--- config.mk ---
export PLATFORM = sky130hd
export DESIGN_NAME = otfn_queue
export DESIGN_NICKNAME = d
export VERILOG_FILES = /design/src/rtl/core/otfn_pkg.sv /design/src/rtl/core/otfn_queue.sv
export SDC_FILE = /design/constraint.sdc
export NUM_CORES = 1
export LEC_CHECK = 0
export BUFFER_PORTS_ARGS = -buffer_cell sky130_fd_sc_hd__buf_2
export CAP_MARGIN = 20
export CORE_UTILIZATION = 45
export DETAILED_ROUTE_END_ITERATION = 10
export HOLD_SLACK_MARGIN = 0.1
export PLACE_DENSITY_LB_ADDON = 0.15
export SYNTH_ARGS = -nofsm -noshare
export SYNTH_HDL_FRONTEND = slang
export SYNTH_SLANG_ARGS = --single-unit
export TNS_END_PERCENT = 30
--- constraint.sdc ---
create_clock -name clk -period 11.8 [get_ports clk]
set_input_delay 2.95 -clock clk [delete_from_list [all_inputs] [get_ports clk]]
set_output_delay 2.95 -clock clk [all_outputs]
set_load 0.01 [all_outputs]
--- src/rtl/core/otfn_pkg.sv ---
// ----------------------------------------------------------------------------
// Oriented triangle face normal: shared constants
// Fixed widths of the normalize, square root and divide datapath, and the
// depth of the queue between the front and the back.
// ----------------------------------------------------------------------------
`default_nettype none

package otfn_pkg;

  // Result format: signed Q1.30 in a 32-bit word.
  localparam int OUT_W     = 32;
  localparam int NORM_FRAC = 30;

  // Scaled cross product components land in [0, 2^31).
  localparam int R_W       = 31;
  // Sum of three squares of scaled components.
  localparam int SUM_W     = 64;
  // Square root result and its running remainder.
  localparam int S_W       = 32;
  localparam int SQ_REM_W  = 66;
  // Divider numerator, quotient and partial remainder.
  localparam int NUM_W     = 62;
  localparam int Q_W       = 31;
  localparam int DIV_REM_W = 33;

  // Queue between the front and the back.
  localparam int Q_DEPTH   = 4;
  localparam int Q_PTR_W   = 2;

endpackage

`default_nettype wire

--- src/rtl/core/otfn_queue.sv ---
// ----------------------------------------------------------------------------
// Oriented triangle face normal: item queue
// Small first-in first-out buffer that lets the front and back stall apart.
// ----------------------------------------------------------------------------
`default_nettype none

module otfn_queue import otfn_pkg::*; #(
  parameter int W = 297
) (
  input  logic         clk,
  input  logic         rst_n,
  input  logic         push_valid,
  output logic         push_ready,
  input  logic [W-1:0] push_data,
  output logic         pop_valid,
  input  logic         pop,
  output logic [W-1:0] pop_data
);

  logic [W-1:0]       mem_r [Q_DEPTH];
  logic [Q_PTR_W-1:0] wr_ptr_r;
  logic [Q_PTR_W-1:0] rd_ptr_r;
  logic [Q_PTR_W:0]   cnt_r;
  logic               do_push;
  logic               do_pop;

  assign push_ready = cnt_r != (Q_PTR_W+1)'(Q_DEPTH);
  assign pop_valid  = cnt_r != '0;
  assign pop_data   = mem_r[rd_ptr_r];
  assign do_push    = push_valid && push_ready;
  assign do_pop     = pop && pop_valid;

  // Pointers and fill count.
  always_ff @(posedge clk) begin
    if (!rst_n) begin
      wr_ptr_r <= '0;
      rd_ptr_r <= '0;
      cnt_r    <= '0;
    end else begin
      if (do_push) begin
        wr_ptr_r <= wr_ptr_r + 1'b1;
      end
      if (do_pop) begin
        rd_ptr_r <= rd_ptr_r + 1'b1;
      end
      if (do_push && !do_pop) begin
        cnt_r <= cnt_r + 1'b1;
      end else if (do_pop && !do_push) begin
        cnt_r <= cnt_r - 1'b1;
      end
    end
  end

  // Entry storage.
  always_ff @(posedge clk) begin
    if (do_push) begin
      mem_r[wr_ptr_r] <= push_data;
    end
  end

endmodule

`default_nettype wire

==> flow_summary.ini <==
[outcome]
status = completed

[clock_network]
clock-sinks = 1197
clock_latency_ns = 0.69
cts_resized = 0
cts_root_buf = clkbuf_16
h-tree-depth = 3
cts_tree = built
post-cts-setup-buffers = 0
path_clk_slew_ns = 0.06
cts_made_buffers = 119
cts_hold_buf = 0
clock_path_buffers = 3

[setup_path]
r2r_cells = 5
cp.required_ns = 8.85
crit_path_end_kind = output port
reg2reg_from = cnt_r[0]
crit_fanout = 100
crit_type = reg -> out
reg2reg_to = mem_r[3][6]
cp-start-kind = register
arrival_ns = 3.91
r2r_slack_ns = 8.07
endpoint = pop_data[61]

[yosys]
synth_top_family_by_area = multiplexers
synth_mux_area_frac = 0.155
yosysMostFrequentCell = edfxtp_1
synthTopCellsByCount = edfxtp_1 (1188), mux4_2 (297), buf_2 (33)
ys_ff_latch = 1197
syn_area_per_cell_um2 = 27.1
yosys.area_share.adder = 0.00191
yosys.area.top_type = edfxtp_1
yosys_warnings = 0
synth_area_um2 = 43300
syn_nets = 1906
yosys.area.top_type_share = 0.823
synthFlopType = edfxtp_1
synth_compound_area_frac = 0.000924
ys_seq_area_frac = 0.827
yosys.area_share.simple = 0.00211
synth-xor-area-share = 0.000809
synthArstFlopShare = 0
synthTopCellsByArea = edfxtp_1 (82%), mux4_2 (15%), buf_6 (0.70%), dfxtp_1 (0.42%), buf_2 (0.38%)
synth_edf_count = 1188
syn_inst = 1599
ys_types = 22

[route]
routedWlPerCell_um = 24.9
vias = 19462
route.detailed.drc = 0
wl_um = 91000
ant_nets = 0
first_pass_iters = 5
routed_via_density = 5.33
drtIter0Drc = 1467

[placed_design]
dp_hpwl_um = 55100
gp_congestion = 0.739
place_area_um2 = 47700
pre_cts_ws_ns = 5.49
dpl.cell_count = 3415
portBuffers = 599

[floorplanning]
std_cell_rows = 113
core_area_um2 = 95200
fp.dieArea_um2 = 97500
initial_core_util = 0.455
die_width_um = 312
die_h_um = 312
io_pins = 600

[sta]
min_period_ns = 6.86
setup_viol = 0
setup_slack_ns = 4.94
final.setup.tns_ns = 0
max_slew.worst_pin.slew_ns = 1.29
fin_crit_sh = 0.581
hold_violations = 0
skew_ns = 0.0211
rsz0062_at_grt = false
fmax_ghz = 0.146
drv_slew = 0
max-slew-margin-rel = 0.141

[global_route]
grt_pass1_wl_um = 134000
grt_pass1_vias = 20668
grt_max_degree = 152
grt.overflow.total = 0
antenna_found_initial = 32
grt_usage = 0.187

[pwr]
switching_share = 0.265
p_comb_frac = 0.225
power.net_switching_w = 0.00303
p_leak_nw = 16.9
ir_worst_vdd_mv = 0.145
power_density_nw_per_um2 = 222
seqPwrFrac = 0.463
p_int_w = 0.00841
p_clk_frac = 0.312

[finish]
nets = 2578
layout.cells.non_filler = 3651
area_growth_syn_to_layout_pct = 18.6
design_area_um2 = 51400
drive_above_1_share = 0.453
post-route-util = 0.540

[job]
maxCapViolCount = 0

[worst_hold_path]
hold_class = reg -> reg
-- power groups by stage --
stage / combinational (W) / sequential (W) / clock, W
floorplan: 0.00170 / 0.00545 / 0
global placement: 0.00264 / 0.00537 / 0
detailed placement: 0.00265 / 0.00539 / 0
CTS: 0.00266 / 0.00530 / 0.00365
global route: 0.00276 / 0.00533 / 0.00381
finish: 0.00258 / 0.00529 / 0.00357
-- worst max-delay path: stages, from the launching register on --
cell and delay (ns):
dfxtp_4 0.80, buf_4 0.74, buf_12 0.63, mux4_2 0.64, buf_2 0.16
-- stage by stage --
| step | total power (W) | hold slack, ns |
|---|---|---|
| final | 0.0114 | 0.500 |
| after global routing | 0.0119 | 0.539 |
| after CTS | 0.0116 | 0.503 |
| after detailed placement | 0.00804 | 0.495 |
| after global placement | 0.00801 | 0.476 |
| after floorplan | 0.00714 | 0.468 |
-- per-layer routing --
layer	vias up	GRT usage	wire, um
met3	167	0.0583	6290
met5	-	0	142
met4	22	0.0646	2600
li1	8347	-	-
met1	10390	0.228	34700
met2	536	0.314	47300
-- worst min path at each step --
stage                     start           to  cells after the start
detailed placement  wr_ptr_r[1]  wr_ptr_r[1]                      2
CTS                 wr_ptr_r[1]  wr_ptr_r[1]                      2
finish              wr_ptr_r[1]  wr_ptr_r[1]                      2
global placement    wr_ptr_r[1]  wr_ptr_r[1]                      2
floorplan           wr_ptr_r[1]  wr_ptr_r[1]                      2
global route        wr_ptr_r[1]  wr_ptr_r[1]                      2
-- registers in the layout, indices dropped and copies added (netlist names), named ones only --
register,flops
mem_r,1188
cnt_r,3
rd_ptr_r,2
wr_ptr_r,2
-- layout make-up --
| type | count | area [um^2] |
|---|---|---|
| Antenna cell | 17 | 42.5 |
| Clock buffer | 156 | 3180 |
| Clock inverter | 63 | 523 |
| Fill cell | 7269 | 43700 |
| Inverter | 3 | 11.3 |
| Multi-Input combinational cell | 332 | 6980 |
| Sequential cell | 1197 | 35900 |
| Tap cell | 1265 | 1580 |
| Timing Repair Buffer | 618 | 3230 |
-- cells by family (layout without fill, tap and decap cells) --
logic type,count (synthesis),after routing
adder cells (fa/ha/maj),6,6
AO/OA/AOI/OAI,5,5
XOR/XNOR,4,4
other,0,17
AND/OR/NAND/NOR,17,17
flip-flops,1197,1197
buffers and inverters,70,840
multiplexers,300,300
-- layout by cell type, fill, tap and decap left out, drive strengths merged --
cell,n
edfxtp,1188
buf,618
mux4,297
clkbuf,156
clkinv,49
diode,17
bufinv,9
dfxtp,9
and2,8
nand2,5
ha,5
inv,5
xnor2,3
mux2i,3
clkinvlp,3
or3,2
a21boi,2
nor2,1
o31ai,1
nor2b,1
o311ai,1
xor2,1
o21ai,1
fa,1
No activity file was read; power rests on OpenSTA's default activity.
