[src/rtl/core/otfn_pkg.sv]
// ----------------------------------------------------------------------------
// Oriented triangle face normal: shared constants
// Fixed widths of the normalize, square root and divide datapath, and the
// depth of the queue between the front and the back.
// ----------------------------------------------------------------------------
`default_nettype none

package otfn_pkg;

  // Result format: signed Q1.30 in a 32-bit word.
  localparam int OUT_W     = 32;
  localparam int NORM_FRAC = 30;

  // Scaled cross product components land in [0, 2^31).
  localparam int R_W       = 31;
  // Sum of three squares of scaled components.
  localparam int SUM_W     = 64;
  // Square root result and its running remainder.
  localparam int S_W       = 32;
  localparam int SQ_REM_W  = 66;
  // Divider numerator, quotient and partial remainder.
  localparam int NUM_W     = 62;
  localparam int Q_W       = 31;
  localparam int DIV_REM_W = 33;

  // Queue between the front and the back.
  localparam int Q_DEPTH   = 4;
  localparam int Q_PTR_W   = 2;

endpackage

`default_nettype wire

[src/rtl/core/otfn_if.sv]
// ----------------------------------------------------------------------------
// Oriented triangle face normal: channel interfaces
// Valid/ready channels for the triangle input and the normal result.
// ----------------------------------------------------------------------------
`default_nettype none

// Triangle vertices and reference point, signed fixed point.
interface otfn_in_if #(parameter int COORD_BITS = 32);
  logic                         valid;
  logic                         ready;
  logic signed [COORD_BITS-1:0] vert0_x;
  logic signed [COORD_BITS-1:0] vert0_y;
  logic signed [COORD_BITS-1:0] vert0_z;
  logic signed [COORD_BITS-1:0] vert1_x;
  logic signed [COORD_BITS-1:0] vert1_y;
  logic signed [COORD_BITS-1:0] vert1_z;
  logic signed [COORD_BITS-1:0] vert2_x;
  logic signed [COORD_BITS-1:0] vert2_y;
  logic signed [COORD_BITS-1:0] vert2_z;
  logic signed [COORD_BITS-1:0] ref_x;
  logic signed [COORD_BITS-1:0] ref_y;
  logic signed [COORD_BITS-1:0] ref_z;

  modport source (
    output valid, vert0_x, vert0_y, vert0_z, vert1_x, vert1_y, vert1_z,
           vert2_x, vert2_y, vert2_z, ref_x, ref_y, ref_z,
    input  ready
  );
  modport sink (
    input  valid, vert0_x, vert0_y, vert0_z, vert1_x, vert1_y, vert1_z,
           vert2_x, vert2_y, vert2_z, ref_x, ref_y, ref_z,
    output ready
  );
endinterface


`default_nettype wire

[src/rtl/core/otfn_front.sv]
// ----------------------------------------------------------------------------
// Oriented triangle face normal: front end
// Accepts a transaction, orders the vertices lexicographically and forms the
// edge vectors and the reference offset into one registered item.
// ----------------------------------------------------------------------------
`default_nettype none

module otfn_front import otfn_pkg::*; #(
  parameter int COORD_BITS = 32
) (
  input  logic                             clk,
  input  logic                             rst_n,
  otfn_in_if.sink                          in_chan,
  output logic                             item_valid,
  input  logic                             item_ready,
  output logic [9*(COORD_BITS+1)-1:0]      item_data
);

  localparam int CW = COORD_BITS;
  localparam int DW = COORD_BITS + 1;

  logic                    vld_r;
  logic [9*DW-1:0]         data_r;
  logic [9*DW-1:0]         data_nxt;
  logic                    l12, l23, l13, l32;
  logic signed [CW-1:0]    ax, ay, az, bx, by, bz, cx, cy, cz;

  // Strict lexicographic less-than on x, then y, then z.
  function automatic logic vless(input logic signed [CW-1:0] px, input logic signed [CW-1:0] py,
                                 input logic signed [CW-1:0] pz, input logic signed [CW-1:0] qx,
                                 input logic signed [CW-1:0] qy, input logic signed [CW-1:0] qz);
    logic res;
    if (px != qx) begin
      res = px < qx;
    end else if (py != qy) begin
      res = py < qy;
    end else begin
      res = pz < qz;
    end
    return res;
  endfunction

  assign in_chan.ready = !vld_r || item_ready;
  assign item_valid    = vld_r;
  assign item_data     = data_r;

  // Compare tree that picks the vertex order.
  always_comb begin
    l12 = vless(in_chan.vert0_x, in_chan.vert0_y, in_chan.vert0_z,
                in_chan.vert1_x, in_chan.vert1_y, in_chan.vert1_z);
    l23 = vless(in_chan.vert1_x, in_chan.vert1_y, in_chan.vert1_z,
                in_chan.vert2_x, in_chan.vert2_y, in_chan.vert2_z);
    l13 = vless(in_chan.vert0_x, in_chan.vert0_y, in_chan.vert0_z,
                in_chan.vert2_x, in_chan.vert2_y, in_chan.vert2_z);
    l32 = vless(in_chan.vert2_x, in_chan.vert2_y, in_chan.vert2_z,
                in_chan.vert1_x, in_chan.vert1_y, in_chan.vert1_z);
    {ax, ay, az} = {in_chan.vert1_x, in_chan.vert1_y, in_chan.vert1_z};
    {bx, by, bz} = {in_chan.vert2_x, in_chan.vert2_y, in_chan.vert2_z};
    {cx, cy, cz} = {in_chan.vert0_x, in_chan.vert0_y, in_chan.vert0_z};
    if (l12) begin
      if (l23) begin
        {ax, ay, az} = {in_chan.vert0_x, in_chan.vert0_y, in_chan.vert0_z};
        {bx, by, bz} = {in_chan.vert1_x, in_chan.vert1_y, in_chan.vert1_z};
        {cx, cy, cz} = {in_chan.vert2_x, in_chan.vert2_y, in_chan.vert2_z};
      end else if (l13) begin
        {ax, ay, az} = {in_chan.vert0_x, in_chan.vert0_y, in_chan.vert0_z};
        {bx, by, bz} = {in_chan.vert2_x, in_chan.vert2_y, in_chan.vert2_z};
        {cx, cy, cz} = {in_chan.vert1_x, in_chan.vert1_y, in_chan.vert1_z};
      end else begin
        {ax, ay, az} = {in_chan.vert2_x, in_chan.vert2_y, in_chan.vert2_z};
        {bx, by, bz} = {in_chan.vert0_x, in_chan.vert0_y, in_chan.vert0_z};
        {cx, cy, cz} = {in_chan.vert1_x, in_chan.vert1_y, in_chan.vert1_z};
      end
    end else begin
      if (l32) begin
        {ax, ay, az} = {in_chan.vert2_x, in_chan.vert2_y, in_chan.vert2_z};
        {bx, by, bz} = {in_chan.vert1_x, in_chan.vert1_y, in_chan.vert1_z};
        {cx, cy, cz} = {in_chan.vert0_x, in_chan.vert0_y, in_chan.vert0_z};
      end else if (l13) begin
        {ax, ay, az} = {in_chan.vert1_x, in_chan.vert1_y, in_chan.vert1_z};
        {bx, by, bz} = {in_chan.vert0_x, in_chan.vert0_y, in_chan.vert0_z};
        {cx, cy, cz} = {in_chan.vert2_x, in_chan.vert2_y, in_chan.vert2_z};
      end
    end
  end

  // Edge vectors b-a, c-a and reference offset p-a, one bit wider than a coordinate.
  always_comb begin
    data_nxt[0*DW +: DW] = DW'(bx) - DW'(ax);
    data_nxt[1*DW +: DW] = DW'(by) - DW'(ay);
    data_nxt[2*DW +: DW] = DW'(bz) - DW'(az);
    data_nxt[3*DW +: DW] = DW'(cx) - DW'(ax);
    data_nxt[4*DW +: DW] = DW'(cy) - DW'(ay);
    data_nxt[5*DW +: DW] = DW'(cz) - DW'(az);
    data_nxt[6*DW +: DW] = DW'(in_chan.ref_x) - DW'(ax);
    data_nxt[7*DW +: DW] = DW'(in_chan.ref_y) - DW'(ay);
    data_nxt[8*DW +: DW] = DW'(in_chan.ref_z) - DW'(az);
  end

  // Output register toward the queue.
  always_ff @(posedge clk) begin
    if (!rst_n) begin
      vld_r <= 1'b0;
    end else if (in_chan.ready) begin
      vld_r <= in_chan.valid;
    end
  end

  always_ff @(posedge clk) begin
    if (in_chan.valid && in_chan.ready) begin
      data_r <= data_nxt;
    end
  end

endmodule

`default_nettype wire

[src/flat_wrapper.sv]
// flat-port wrapper written by rule: the top's interface ports become plain ports
module otfn_front_flat import otfn_pkg::*;
#(
  parameter int COORD_BITS = 32
)
  (clk, rst_n, item_valid, item_ready, item_data, in_chan_valid, in_chan_vert0_x, in_chan_vert0_y, in_chan_vert0_z, in_chan_vert1_x, in_chan_vert1_y, in_chan_vert1_z, in_chan_vert2_x, in_chan_vert2_y, in_chan_vert2_z, in_chan_ref_x, in_chan_ref_y, in_chan_ref_z, in_chan_ready);
  otfn_in_if #(.COORD_BITS(COORD_BITS)) in_chan_i ();
  input  logic clk;
  input  logic rst_n;
  output logic item_valid;
  input  logic item_ready;
  output logic [9*(COORD_BITS+1)-1:0] item_data;
  input wire logic [$bits(in_chan_i.valid)-1:0] in_chan_valid;
  input wire logic [$bits(in_chan_i.vert0_x)-1:0] in_chan_vert0_x;
  input wire logic [$bits(in_chan_i.vert0_y)-1:0] in_chan_vert0_y;
  input wire logic [$bits(in_chan_i.vert0_z)-1:0] in_chan_vert0_z;
  input wire logic [$bits(in_chan_i.vert1_x)-1:0] in_chan_vert1_x;
  input wire logic [$bits(in_chan_i.vert1_y)-1:0] in_chan_vert1_y;
  input wire logic [$bits(in_chan_i.vert1_z)-1:0] in_chan_vert1_z;
  input wire logic [$bits(in_chan_i.vert2_x)-1:0] in_chan_vert2_x;
  input wire logic [$bits(in_chan_i.vert2_y)-1:0] in_chan_vert2_y;
  input wire logic [$bits(in_chan_i.vert2_z)-1:0] in_chan_vert2_z;
  input wire logic [$bits(in_chan_i.ref_x)-1:0] in_chan_ref_x;
  input wire logic [$bits(in_chan_i.ref_y)-1:0] in_chan_ref_y;
  input wire logic [$bits(in_chan_i.ref_z)-1:0] in_chan_ref_z;
  output wire logic [$bits(in_chan_i.ready)-1:0] in_chan_ready;
  assign in_chan_i.valid = in_chan_valid;
  assign in_chan_i.vert0_x = in_chan_vert0_x;
  assign in_chan_i.vert0_y = in_chan_vert0_y;
  assign in_chan_i.vert0_z = in_chan_vert0_z;
  assign in_chan_i.vert1_x = in_chan_vert1_x;
  assign in_chan_i.vert1_y = in_chan_vert1_y;
  assign in_chan_i.vert1_z = in_chan_vert1_z;
  assign in_chan_i.vert2_x = in_chan_vert2_x;
  assign in_chan_i.vert2_y = in_chan_vert2_y;
  assign in_chan_i.vert2_z = in_chan_vert2_z;
  assign in_chan_i.ref_x = in_chan_ref_x;
  assign in_chan_i.ref_y = in_chan_ref_y;
  assign in_chan_i.ref_z = in_chan_ref_z;
  assign in_chan_ready = in_chan_i.ready;
  otfn_front #(.COORD_BITS(COORD_BITS)) u_core (.clk(clk), .rst_n(rst_n), .in_chan(in_chan_i), .item_valid(item_valid), .item_ready(item_ready), .item_data(item_data));
endmodule
[config.mk]
export PLATFORM = sky130hd
export DESIGN_NAME = otfn_front_flat
export DESIGN_NICKNAME = d
export VERILOG_FILES = /design/src/rtl/core/otfn_pkg.sv /design/src/rtl/core/otfn_if.sv /design/src/rtl/core/otfn_front.sv /design/src/flat_wrapper.sv
export SDC_FILE = /design/constraint.sdc
export NUM_CORES = 2
export LEC_CHECK = 0
export BUFFER_PORTS_ARGS = -buffer_cell sky130_fd_sc_hd__clkbuf_2
export CAP_MARGIN = 0
export CORE_MARGIN = 5
export CORE_UTILIZATION = 45
export DETAILED_ROUTE_END_ITERATION = 12
export GPL_TIMING_DRIVEN = 0
export PLACE_DENSITY = 0.69
export SLEW_MARGIN = 20
export SYNTH_ARGS = -nofsm -noshare
export SYNTH_HDL_FRONTEND = slang
export SYNTH_SLANG_ARGS = --single-unit
[constraint.sdc]
create_clock -name clk -period 10.01 [get_ports clk]
set_input_delay 2.002 -clock clk [delete_from_list [all_inputs] [get_ports clk]]
set_output_delay 2.002 -clock clk [all_outputs]
set_load 0.02 [all_outputs]
==> parameters.txt <==
Parameter                              Value

Timing
  Largest clock skew in the final design    0.03880 ns
  Aggregate negative setup slack    0 ns
  Setup repair after global routing missed its margin    false
  Crit path time final    9.668 ns
  Total setup violations reported at the end of the flow    0
  Max-slew headroom    0.2267
  Fin Hold WS    0.5763 ns
  Post-route clock period utilization    0.9659
  Fin. Hold Viols    0
  Slew Limit Fails    0
  Maximum clock rate    103.4 MHz
  Tightest Pin Transition    1.150 ns

Placed design
  DP Wirelength    112,600 um
  PortBufs    686
  Routability cong.    0.9925

Synth
  Yosys cell types    79
  Cell with the most instances after synthesis    sky130_fd_sc_hd__ha_1
  Commonest cells in the synthesized netlist    sky130_fd_sc_hd__ha_1 (574), sky130_fd_sc_hd__inv_1 (361), sky130_fd_sc_hd__nor2_1 (319)
  Yosys top cell by area    sky130_fd_sc_hd__edfxtp_1
  Post-synthesis async set-or-reset flop share    0
  Yosys warnings    0
  Most frequently used flop master after synthesis    sky130_fd_sc_hd__edfxtp_1
  Post-Synthesis Cells    3,823
  Number of flops mapped to enable cells by yosys    297
  Net count after synthesis    4,794
  Mapped Area    0.03413 mm^2
  Share of the synthesized area in the top cell type    0.2613
  Fraction of the yosys area taken by sequential cells    0.2619
  Flop and latch count out of synthesis    298
  Cells taking the most area after synthesis    sky130_fd_sc_hd__edfxtp_1 (26%), sky130_fd_sc_hd__ha_1 (21%), sky130_fd_sc_hd__xnor2_1 (4.6%)
  Synthesized area divided by synthesized cell count    8.928 um^2

Floorplan
  Top-Level Pins    687
  Chip height    285.4 um
  Starting density of the core    0.4517
  Die width    285.4 um
  Cell Rows    101
  Core box area    0.07557 mm^2
  Die Area    0.08146 mm^2

Pwr
  Power density cells    286.3 mW/mm^2
  Worst vdd rail ir drop    0.0001658 V
  Part of the total power dissipated in combinational logic    0.660
  Standby leakage power    0.01891 uW
  Power share of the clock group    0.123
  Sequential share of power    0.218
  Net switching fraction of the power    0.4766
  Net Sw Power    5526 uW
  Design Power    11,590 uW
  Cell internal pwr    6068 uW

Worst hold path
  Kind of path behind the tightest hold check    reg2reg

Route
  Post-route met1 wirelength    54,590 um
  Detail Route met2 WL    61,270 um
  Count of nets left with antenna violations after detail routing    0
  DR vias    33,697
  Total Routed Length    134,500 um
  Detailed route wirelength on metal3    12,210 um
  Violation count after the first detailed-routing iteration    3,049
  Drt drc    0
  Routed via count divided by cell count    6.003
  Detail-routed net length per standard cell    23.97 um
  Top Metal Used    met5
  Drt pass-1 iters    5

Final layout
  Nets    5,533
  Area Growth Syn to Fin    18.65%
  Filler instances    7,184
  Proportion of layout cells with a drive suffix above 1    0.1857

Clock tree
  Clock tree from TritonCTS    built
  Number of buffers added by the clock tree synthesis step    38
  Insertion delay to the later sink of the worst-skew pair    0.60 ns
  Maximum count of clock buffers along a single path    3
  CTS H-tree lvls    2
  Worst-path clk slew    0.06 ns
  CTS root buffer    sky130_fd_sc_hd__clkbuf_16
  Sink count of the clock tree    298

Setup path
  Last element of the critical path    u_core.item_data[130]
  Worst Reg2Reg Path Length in Cells    6
  Biggest fanout along the worst timing path    10
  Library cell contributing the largest single delay on the critical path    sky130_fd_sc_hd__o21ai_0
  Register-to-Register Setup Slack    7.41 ns
  WS Path Type    in2reg
  Buffer and inverter count on the worst path    3
  Arrival time of the worst setup path    10.02 ns
  Worst r2r src    u_core.item_valid
  Setup crit start kind    input port
  Largest delay contributor family on the critical path    compound AO/OA/AOI/OAI gates
  Worst setup path start    in_chan_vert1_x[31]
  Max stage delay on crit path    0.69 ns
  Logic depth of the worst setup path including buffers    27
  Crit path capture type    register
  Req. time, crit path    10.36 ns
  Most Frequent Cell on Critical Path    sky130_fd_sc_hd__o21ai_0
  Endpoint of the worst-slack reg-to-reg timing path    u_core.item_data[152]

GRT
  Number of global-route vias before repair    32,469
  Largest net degree at the start of global routing    56
  Number of antenna violations at the first check in global routing    61
  Tot GR Track Use    0.3145
  Leftover overflow at the end of global routing    0
  Global-route wire length before repair    197,600 um

Run status
  Run status    completed

Flow run
  Total of max-cap violations    0
stage by stage:
| stage | worst slack [ns] | util | cell area (um^2) | instances |
|---|---|---|---|---|
| 2_1_floorplan | 0.2869 | - | 34130 | 3823 |
| 3_3_place_gp | -2.820 | 0.5133 | 38790 | 5487 |
| 3_5_place_dp | -1.106 | 0.5155 | 38960 | 5494 |
| 6_report | 0.3415 | 0.5359 | 40500 | 5613 |
| 5_1_grt | 0.04596 | 0.5355 | 40470 | 5603 |
| 4_1_cts | 0.01442 | 0.5322 | 40220 | 5561 |
layout make-up:
class / instances / area [um^2] / share of cell area
inverter: 361 / 1355 / 0.03346
tap: 978 / 1224 / 0.03022
timing repair buffer: 699 / 3645 / 0.09000
buffer: 102 / 462.9 / 0.01143
sequential: 298 / 8939 / 0.2207
antenna: 46 / 115.1 / 0.002842
multi-input combinational: 3062 / 23530 / 0.5809
clock inverter: 20 / 245.2 / 0.006056
clock buffer: 47 / 984.7 / 0.02432
flip-flops by register name, indices dropped and copies added, names as in the netlist:
| register | count |
|---|---|
| u_core.item_valid | 1 |
| u_core.item_data | 297 |
cell families (layout without fill, tap and decap cells):
kind of cell	Yosys count	after routing	share of synthesized area
flip-flops	298	298	0.2619
AO/OA/AOI/OAI	1382	1382	0.2847
XOR/XNOR	239	239	0.06133
multiplexers	5	5	0.001906
other	0	46	0
AND/OR/NAND/NOR	853	853	0.1214
buffers and inverters	463	1229	0.05312
adder cells (fa/ha/maj)	583	583	0.2157
layer usage:
| metal | vias up | global-route usage |
|---|---|---|
| met5 | - | 0 |
| li1 | 16077 | - |
| met2 | 1472 | 0.5124 |
| met1 | 15801 | 0.3940 |
| met4 | 32 | 0.1358 |
| met3 | 315 | 0.08393 |
power groups by stage:
| stage | registers (uW) | clock network (uW) | logic [uW] |
|---|---|---|---|
| after floorplan | 3240 | 0 | 4520 |
| after global placement | 2570 | 0 | 7370 |
| after detailed placement | 2540 | 0 | 7430 |
| after CTS | 2530 | 1440 | 7490 |
| after global routing | 2570 | 1490 | 8290 |
| final | 2530 | 1420 | 7650 |
worst min path at each step:
stage	slack (ns)	from	cells past startpoint	endpoint
finish	0.58	u_core.item_valid	2	u_core.item_valid
global route	0.58	u_core.item_valid	2	u_core.item_valid
CTS	0.57	u_core.item_valid	2	u_core.item_valid
detailed placement	0.56	u_core.item_valid	2	u_core.item_valid
global placement	0.52	u_core.item_valid	2	u_core.item_valid
floorplan	0.75	u_core.item_valid	2	u_core.item_valid
what timing repair did:
| action | 4_1_cts | 5_1_grt |
|---|---|---|
| pin swaps | 0 | 2 |
| endpoints found under the setup margin | 17 | 30 |
| gates resized for setup | 8 | 21 |
| buffers inserted | 0 | 6 |
| hold buffers | 0 | 0 |
worst register-to-register path, stage by stage, from the launching register on:
cell,delay (ns)
sky130_fd_sc_hd__dfxtp_1,0.32
sky130_fd_sc_hd__nand2b_1,0.11
sky130_fd_sc_hd__and2_4,0.51
sky130_fd_sc_hd__buf_12,0.32
sky130_fd_sc_hd__buf_16,0.28
sky130_fd_sc_hd__buf_16,0.35
sky130_fd_sc_hd__buf_12,0.32
cells in the final DEF, fill, tap and decap left out, drive strengths merged, types with 22 or more instances in the layout:
cell / count
clkbuf: 799
ha: 574
inv: 364
nor2: 319
edfxtp: 297
a21oi: 271
o21ai: 250
xnor2: 181
o21a: 162
o22a: 156
a21o: 150
nand2: 131
a221oi: 99
nor3: 65
nand4: 60
xor2: 58
nor2b: 53
nand3: 52
buf: 49
nand2b: 47
diode: 46
a211oi: 32
a2bb2oi: 31
o21bai: 29
or3: 27
and3: 27
o211ai: 26
o31a: 22
No activity file was read; power rests on OpenSTA's default activity.
